`config.mk`:
```
export PLATFORM = sky130hd
export DESIGN_NAME = aat_merge
export DESIGN_NICKNAME = d
export VERILOG_FILES = /design/src/rtl/aat_pkg.sv /design/src/rtl/aat_merge.sv
export SDC_FILE = /design/constraint.sdc
export NUM_CORES = 2
export LEC_CHECK = 0
export BUFFER_PORTS_ARGS = -buffer_cell sky130_fd_sc_hd__buf_2
export CORE_AREA = 3 3 558 560
export CTS_CLUSTER_SIZE = 30
export DETAILED_ROUTE_END_ITERATION = 10
export DIE_AREA = 0 0 561 563
export SYNTH_ARGS = -nofsm -noshare
export SYNTH_HDL_FRONTEND = slang
export SYNTH_SLANG_ARGS = --single-unit
```
`constraint.sdc`:
```
create_clock -name clk -period 8.73 [get_ports clk]
set_clock_uncertainty 0.2 [all_clocks]
set_input_delay 1.3095 -clock clk [delete_from_list [all_inputs] [get_ports clk]]
set_output_delay 1.3095 -clock clk [all_outputs]
set_load 0.02 [all_outputs]
```
`src/rtl/aat_pkg.sv`:
```
// ----------------------------------------------------------------------------
// aat_pkg: shared types and constants for the affine box transform
// Register indexes, default widths and the lane control bundle.
// ----------------------------------------------------------------------------
`default_nettype none

package aat_pkg;

	// default coordinate format: signed Q16.16
	localparam int COORD_WIDTH_DEF = 32;
	localparam int FRAC_BITS_DEF   = 16;

	// three spatial axes, one lane per source axis
	localparam int NUM_AXES = 3;

	// configuration register index width
	localparam int CFG_IDX_W = 3;

	typedef enum logic [CFG_IDX_W-1:0] {
		REG_BOX_MIN_X = 3'd0,
		REG_BOX_MIN_Y = 3'd1,
		REG_BOX_MIN_Z = 3'd2,
		REG_BOX_MAX_X = 3'd3,
		REG_BOX_MAX_Y = 3'd4,
		REG_BOX_MAX_Z = 3'd5
	} cfg_reg_t;

	// stage advance strobes handed to every lane
	typedef struct packed {
		logic adv_s1;
		logic adv_s2;
	} lane_ctl_t;

endpackage

`default_nettype wire

```
`src/rtl/aat_merge.sv`:
```
// ----------------------------------------------------------------------------
// aat_merge: merge stage of the box transform
// Adds the translation and the three lane terms for each output axis,
// saturates to the coordinate range and holds the result beat.
// ----------------------------------------------------------------------------
`default_nettype none

module aat_merge #(
	parameter int CW = aat_pkg::COORD_WIDTH_DEF
) (
	input  wire logic                  clk,
	input  wire logic                  adv,
	input  wire logic signed [CW-1:0]  move [aat_pkg::NUM_AXES],
	input  wire logic signed [2*CW-1:0] term_lo [aat_pkg::NUM_AXES][aat_pkg::NUM_AXES],
	input  wire logic signed [2*CW-1:0] term_hi [aat_pkg::NUM_AXES][aat_pkg::NUM_AXES],
	output logic signed [CW-1:0]       world_min [aat_pkg::NUM_AXES],
	output logic signed [CW-1:0]       world_max [aat_pkg::NUM_AXES]
);

	localparam int SW = 2 * CW + 2;

	logic signed [SW-1:0] sum_lo [aat_pkg::NUM_AXES];
	logic signed [SW-1:0] sum_hi [aat_pkg::NUM_AXES];
	logic signed [CW-1:0] world_min_s3 [aat_pkg::NUM_AXES];
	logic signed [CW-1:0] world_max_s3 [aat_pkg::NUM_AXES];

	// clamp an exact sum to the signed coordinate range
	function automatic logic signed [CW-1:0] sat(input logic signed [SW-1:0] v);
		logic [SW-CW:0] top;
		logic           fits;
		top  = v[SW-1:CW-1];
		fits = (&top) || !(|top);
		if (fits) begin
			sat = v[CW-1:0];
		end else if (v[SW-1]) begin
			sat = {1'b1, {(CW-1){1'b0}}};
		end else begin
			sat = {1'b0, {(CW-1){1'b1}}};
		end
	endfunction

	// sum translation and lane terms, row by row
	always_comb begin
		for (int r = 0; r < aat_pkg::NUM_AXES; r++) begin
			sum_lo[r] = SW'(move[r]) + SW'(term_lo[0][r]) + SW'(term_lo[1][r])
				+ SW'(term_lo[2][r]);
			sum_hi[r] = SW'(move[r]) + SW'(term_hi[0][r]) + SW'(term_hi[1][r])
				+ SW'(term_hi[2][r]);
		end
	end

	// hold the saturated result beat
	always_ff @(posedge clk) begin
		if (adv) begin
			for (int r = 0; r < aat_pkg::NUM_AXES; r++) begin
				world_min_s3[r] <= sat(sum_lo[r]);
				world_max_s3[r] <= sat(sum_hi[r]);
			end
		end
	end

	assign world_min = world_min_s3;
	assign world_max = world_max_s3;

endmodule

`default_nettype wire

```
Word level (Yosys, flattened, before mapping)
Index checks and enable logic that the tools add are counted.
{"block": "totals", "in_bits": 1250, "elab_cells": 60, "output_inout_bits": 192, "mem_bits_rw": 0, "romBits": 0, "latchBits": 0, "n_memories": 0, "ff_bits": 192}
{"block": "classes", "n_reduce_logical": 24, "shifts": 0, "add_sub_neg": 18, "bitwise_logic": 0, "n_eq_ne": 0, "order_cmp": 0, "multipliers": 0, "n_mux": 12, "n_div": 0}
{"cell": "$add A65 B64 Y66", "n": 6}
{"cell": "$add A66 B64 Y66", "n": 6}
{"cell": "$add A32 B64 Y65", "n": 6}
{"cell": "$mux W32", "n": 12}
{"cell": "$reduce_and A35 Y1", "n": 6}
{"cell": "$reduce_or A35 Y1", "n": 6}
{"cell": "$logic_not A1 Y1", "n": 6}
{"cell": "$logic_or A1 B1 Y1", "n": 6}

Depth between registers and ports, before layout
{"block": "depth", "depth_word": 7, "mapped_depth": 20, "mapped_depth_nobuf": 18}

Least setup slack after synthesis
No wires, ideal clock.
{"block": "synth_path", "path_type": "input to register", "startpoint": "input port move[63] (netlist bit)", "endpoint": "register world_max_s3, in the netlist world_max[33] (data pin)", "setup_time_ns": 0.260, "cell_stages": 19, "slack_ns": 0.224, "t_required_ns": 8.270, "arrival_time_ns": 8.046, "cell_sequence": "inv_1 -> fa_1 -> fa_1 -> inv_1 -> ha_1 -> clkbuf_1 -> nand2_1 -> o21ai_0 -> a31o_2 -> nor2_1 -> and3_1 -> o311ai_0 -> a21o_1 -> o41ai_1 -> a2111oi_0 -> and4b_1 -> mux2i_1 -> buf_4 -> mux2_2"}
{"block": "synth_between", "elab_chain_len": 7, "elab_cells_between_ends": 9, "cone_classes": "add/sub: 3; mux: 2; reduce/logical: 4"}
{"item": "start: declaration", "line": "aat_merge.sv:13", "text": "input wire logic signed [CW-1:0] move [aat_pkg::NUM_AXES],"}
{"item": "$add A32 B64 Y65 *", "line": "aat_merge.sv:47", "text": "sum_hi[r] = SW'(move[r]) + SW'(term_hi[0][r]) + SW'(term_hi[1][r])"}
{"item": "$add A65 B64 Y66 *", "line": "aat_merge.sv:47"}
{"item": "$add A66 B64 Y66 *", "line": "aat_merge.sv:48", "text": "+ SW'(term_hi[2][r]);"}
{"item": "$reduce_or A35 Y1", "line": "aat_merge.sv:32", "text": "fits = (&top) || !(|top);"}
{"item": "$logic_not A1 Y1", "line": "aat_merge.sv:32"}
{"item": "$logic_or A1 B1 Y1", "line": "aat_merge.sv:32"}
{"item": "$mux W32 *", "line": "aat_merge.sv:33", "text": "if (fits) begin"}
{"item": "end signal: indexed assignment", "line": "aat_merge.sv:57", "text": "world_max_s3[r] <= sat(sum_hi[r]);"}
{"item": "end: declaration", "line": "aat_merge.sv:25", "text": "logic signed [CW-1:0] world_max_s3 [aat_pkg::NUM_AXES];"}
Every way passes the cells marked *; elsewhere a longest branch is shown, timed or not.
A chain may end at the register's enable or synchronous reset.

Worst setup path in the final report
{"block": "layout_path", "startpoint": "input port move[8] (netlist bit)", "endpoint": "register world_min_s3, in the netlist world_min[1] (data pin)"}
{"block": "layout_between", "elab_chain_len": 7, "elab_cells_between_ends": 9, "cone_classes": "add/sub: 3; mux: 2; reduce/logical: 4"}
{"item": "$add A32 B64 Y65 *", "line": "aat_merge.sv:45", "text": "sum_lo[r] = SW'(move[r]) + SW'(term_lo[0][r]) + SW'(term_lo[1][r])"}
{"item": "$add A65 B64 Y66 *", "line": "aat_merge.sv:45"}
{"item": "$add A66 B64 Y66 *", "line": "aat_merge.sv:46", "text": "+ SW'(term_lo[2][r]);"}
{"item": "$reduce_or A35 Y1", "line": "aat_merge.sv:32"}
{"item": "$logic_not A1 Y1", "line": "aat_merge.sv:32"}
{"item": "$logic_or A1 B1 Y1", "line": "aat_merge.sv:32"}
{"item": "$mux W32 *", "line": "aat_merge.sv:33"}
{"item": "end signal: indexed assignment", "line": "aat_merge.sv:56", "text": "world_min_s3[r] <= sat(sum_lo[r]);"}
{"item": "end: declaration", "line": "aat_merge.sv:24", "text": "logic signed [CW-1:0] world_min_s3 [aat_pkg::NUM_AXES];"}
Marks and branches as above.

==> impl_metrics.xml <==
<?xml version="1.0" encoding="UTF-8"?>
<metrics>
  <group name="sta">
    <metric name="fmax" unit="GHz">0.127</metric>
    <metric name="final_min_period_over_clock_period" unit="%">89.9</metric>
    <metric name="setup_repair_after_global_routing_missed_its_margin" unit="">no</metric>
    <metric name="timing.max_slew.rel_slack" unit="%">14.1</metric>
    <metric name="period_needed" unit="ns">7.85</metric>
    <metric name="fin_setup_tns" unit="ns">0</metric>
    <metric name="hold-worst-slack" unit="ns">0.959</metric>
    <metric name="final-hold-violation-count" unit="">0</metric>
    <metric name="setup_violating_endpoint_count_in_the_final_report" unit="">0</metric>
    <metric name="tightestPinTransition" unit="ns">1.29</metric>
    <metric name="timing.final.max_slew_violations" unit="">0</metric>
  </group>
  <group name="route">
    <metric name="route.detailed.drc" unit="">0</metric>
    <metric name="route.detailed.vias_per_inst" unit="">4.53</metric>
    <metric name="route.final.wire_length" unit="microns">293000</metric>
    <metric name="wl_per_cell" unit="microns">23.3</metric>
    <metric name="detailedRoute.firstPassIterationCount" unit="">6</metric>
    <metric name="final_antenna_net_count" unit="">0</metric>
    <metric name="detailedRoute.firstIterationViolations" unit="">4960</metric>
    <metric name="vias" unit="">57100</metric>
  </group>
  <group name="die">
    <metric name="ios" unit="">1442</metric>
    <metric name="fp.coreArea" unit="sq um">306000</metric>
    <metric name="floorplan.die.width" unit="microns">561</metric>
    <metric name="start_util" unit="%">18.5</metric>
    <metric name="num_rows" unit="">203</metric>
    <metric name="die_h" unit="microns">563</metric>
    <metric name="die_area" unit="sq um">316000</metric>
  </group>
  <group name="global_route">
    <metric name="grt_pass1_wl" unit="microns">411000</metric>
    <metric name="grt_max_degree" unit="">76</metric>
    <metric name="first_global_vias" unit="">57500</metric>
    <metric name="antenna_violations_before_repair" unit="">98</metric>
    <metric name="grt-ovfl-total" unit="">0</metric>
    <metric name="grtUsageTotal" unit="%">17.8</metric>
  </group>
  <group name="finish">
    <metric name="total_area_of_sequential_cells" unit="sq um">5770</metric>
    <metric name="post_route_cells_drive_above_1_share" unit="%">19.4</metric>
    <metric name="num-nets-final" unit="">10900</metric>
    <metric name="multi_input_area" unit="sq um">42900</metric>
    <metric name="fillers" unit="">34400</metric>
    <metric name="area_delta_synth_final" unit="%">22.3</metric>
    <metric name="layoutNonFillerInstCount" unit="">12600</metric>
    <metric name="design_area" unit="sq um">69400</metric>
  </group>
  <group name="logic_synthesis">
    <metric name="synth_flop_cell" unit="">edfxtp_1</metric>
    <metric name="syn-instance-count" unit="">7183</metric>
    <metric name="post_syn_area" unit="sq um">56700</metric>
    <metric name="yosys_warnings" unit="">0</metric>
    <metric name="count_of_cell_types_in_the_netlist" unit="">103</metric>
    <metric name="post_synth.cell_area_avg" unit="sq um">7.90</metric>
    <metric name="seq_area_frac_synth" unit="%">10.2</metric>
    <metric name="yosys.cell_count.top_type" unit="">inv_1</metric>
    <metric name="yosysTopAreaCellShare" unit="%">27.3</metric>
    <metric name="synth-seq-cells" unit="">192</metric>
    <metric name="synth_commonest_cells" unit="">inv_1, fa_1, a21oi_1, nand2_1, ha_1</metric>
    <metric name="synthArstFlopShare" unit="%">0</metric>
    <metric name="synthesis.nets" unit="">9597</metric>
    <metric name="synth_top_cells_by_area" unit="">fa_1, inv_1, edfxtp_1</metric>
    <metric name="synth_area_leader_cell" unit="">fa_1</metric>
    <metric name="synth_edf_count" unit="">192</metric>
  </group>
  <group name="pwr">
    <metric name="total_leakage_power" unit="nW">34.9</metric>
    <metric name="total_power" unit="W">0.0189</metric>
    <metric name="switchingPower" unit="W">0.0113</metric>
    <metric name="max-vdd-ir-drop" unit="V">0.000182</metric>
    <metric name="cellInternalPower" unit="W">0.00764</metric>
    <metric name="powerDensity" unit="nW/um^2">273</metric>
    <metric name="power.switching_fraction" unit="%">59.6</metric>
    <metric name="seq_power_share" unit="%">12.2</metric>
    <metric name="clkPwrFrac" unit="%">5.7</metric>
    <metric name="comb_power_share" unit="%">82.1</metric>
  </group>
  <group name="hold_path">
    <metric name="hp-start" unit="">adv</metric>
    <metric name="holdCritPathClass" unit="">input pin to register</metric>
  </group>
  <group name="place">
    <metric name="numPlacedInstances" unit="">12500</metric>
    <metric name="dp_hpwl" unit="microns">266000</metric>
    <metric name="placement.io_buffers" unit="">1441</metric>
    <metric name="gp_congestion" unit="">1.01</metric>
    <metric name="placed_cell_area" unit="sq um">68600</metric>
  </group>
  <group name="clock_network">
    <metric name="cts-buffers-inserted" unit="">25</metric>
    <metric name="clkSlewWorstSetupHoldPaths" unit="ns">0.08</metric>
    <metric name="tritoncts" unit="">done</metric>
    <metric name="htree_num_levels" unit="">4</metric>
    <metric name="cts-hold-fix-buffers" unit="">0</metric>
    <metric name="cts_sinks" unit="">192</metric>
    <metric name="cts.root.buffer_cell" unit="">clkbuf_16</metric>
    <metric name="cts_repair_resize_count" unit="">0</metric>
    <metric name="cts_setup_buffers" unit="">0</metric>
    <metric name="clock_path_buffers" unit="">3</metric>
  </group>
  <group name="setup_path">
    <metric name="critical-path-slowest-cell" unit="">a2111oi_0</metric>
    <metric name="cp-start-kind" unit="">input pin</metric>
    <metric name="crit_path_start" unit="">move[8]</metric>
    <metric name="worst_path_largest_cell_delay" unit="ns">0.69</metric>
    <metric name="timing_worst_setup_path_type" unit="">input pin to register</metric>
    <metric name="cp-end-kind" unit="">register</metric>
    <metric name="timing.critical_path.arrival" unit="ns">7.95</metric>
    <metric name="cp_top_family" unit="">compound AO/OA/AOI/OAI gates</metric>
    <metric name="crit_path_cell_trace" unit="">buf_2 -&gt; inv_1 -&gt; fa_1 -&gt; fa_1 -&gt; inv_1 -&gt; ha_1 -&gt; a21oi_1 -&gt; o2111ai_1 -&gt; a21o_1 -&gt; a2111oi_0 -&gt; o21ai_1 -&gt; xnor2_1 -&gt; o211ai_1 -&gt; nor4bb_1 -&gt; nand4_1 -&gt; nor4_1 -&gt; a41oi_4 -&gt; buf_4 -&gt; o21bai_2</metric>
    <metric name="critical_path.max_fanout" unit="">31</metric>
    <metric name="worst_ep_required_time" unit="ns">8.83</metric>
    <metric name="critical_path_buffers_and_inverters" unit="">4</metric>
  </group>
  <group name="run_status">
    <metric name="outcome" unit="">finished, final reports clean</metric>
  </group>
  <group name="flow_run">
    <metric name="drv_cap" unit="">0</metric>
  </group>
</metrics>
==> state kept, by name, summed over array words and instances, names as in the netlist <==
name       cells
world_max     96
world_min     96
==> worst paths after layout <==
| path | slack (ns) | end | depth (start not counted) |
|---|---|---|---|
| worst max-delay path | 0.88 | world_min[1] | 19 |
| worst min-delay path | 0.96 | world_min[90] | 1 |
==> logic make-up (layout without fill, tap and decap cells) <==
logic type	Yosys count	after routing	share of synthesized area (%)
compound gates	1703	1703	19.4
fa+ha+maj	1164	1164	35.9
simple gates	1622	1622	14.3
buf+inv	2133	3408	14.4
other cells	0	35	0
mux	57	57	1.02
flops	192	192	10.2
xor+xnor	312	312	4.82
==> layout by cell type, fill, tap and decap left out, types with 192 or more instances in the layout <==
cell	count
ha_1	390
nor2_1	327
o21ai_0	293
inv_1	1864
buf_2	1440
fa_1	774
nand2_1	487
nand4_1	224
a21oi_1	565
edfxtp_1	192
==> stage by stage <==
stage / setup slack [ns] / utilization, %
6_report: 0.882 / 22.7
5_1_grt: 0.602 / 22.6
4_1_cts: 0.789 / 22.6
3_5_place_dp: 0.141 / 22.4
3_3_place_gp: 0.134 / 22.4
2_1_floorplan: 0.224 / -
==> power by group through the flow <==
stage / clock network [W] / logic [W] / registers, W
floorplan: 0 / 0.00926 / 0.00258
finish: 0.00108 / 0.0155 / 0.00231
global route: 0.00115 / 0.0169 / 0.00233
global placement: 0 / 0.0154 / 0.00236
detailed placement: 0 / 0.0153 / 0.00234
CTS: 0.00114 / 0.0154 / 0.00233
==> routing by layer <==
metal | routed length (microns) | track usage, % | vias to the layer above | share of wire, %
met5 | 364 | 0 | - | 0.12
met4 | 11000 | 6.03 | 60 | 3.8
met3 | 23100 | 3.95 | 363 | 7.9
met2 | 137000 | 29.6 | 2524 | 47
met1 | 122000 | 22.7 | 27900 | 41
li1 | - | - | 26200 | -
==> cell type report <==
cell class | instances | share of cell area [%]
Inverter | 1868 | 10.1
Clock buffer | 26 | 0.907
Clock inverter | 7 | 0.130
Multi-Input combinational cell | 4858 | 61.9
Sequential cell | 192 | 8.31
Tap cell | 4100 | 7.39
Antenna cell | 35 | 0.126
Timing Repair Buffer | 1507 | 11.2
(Power assumes the default switching activity.)
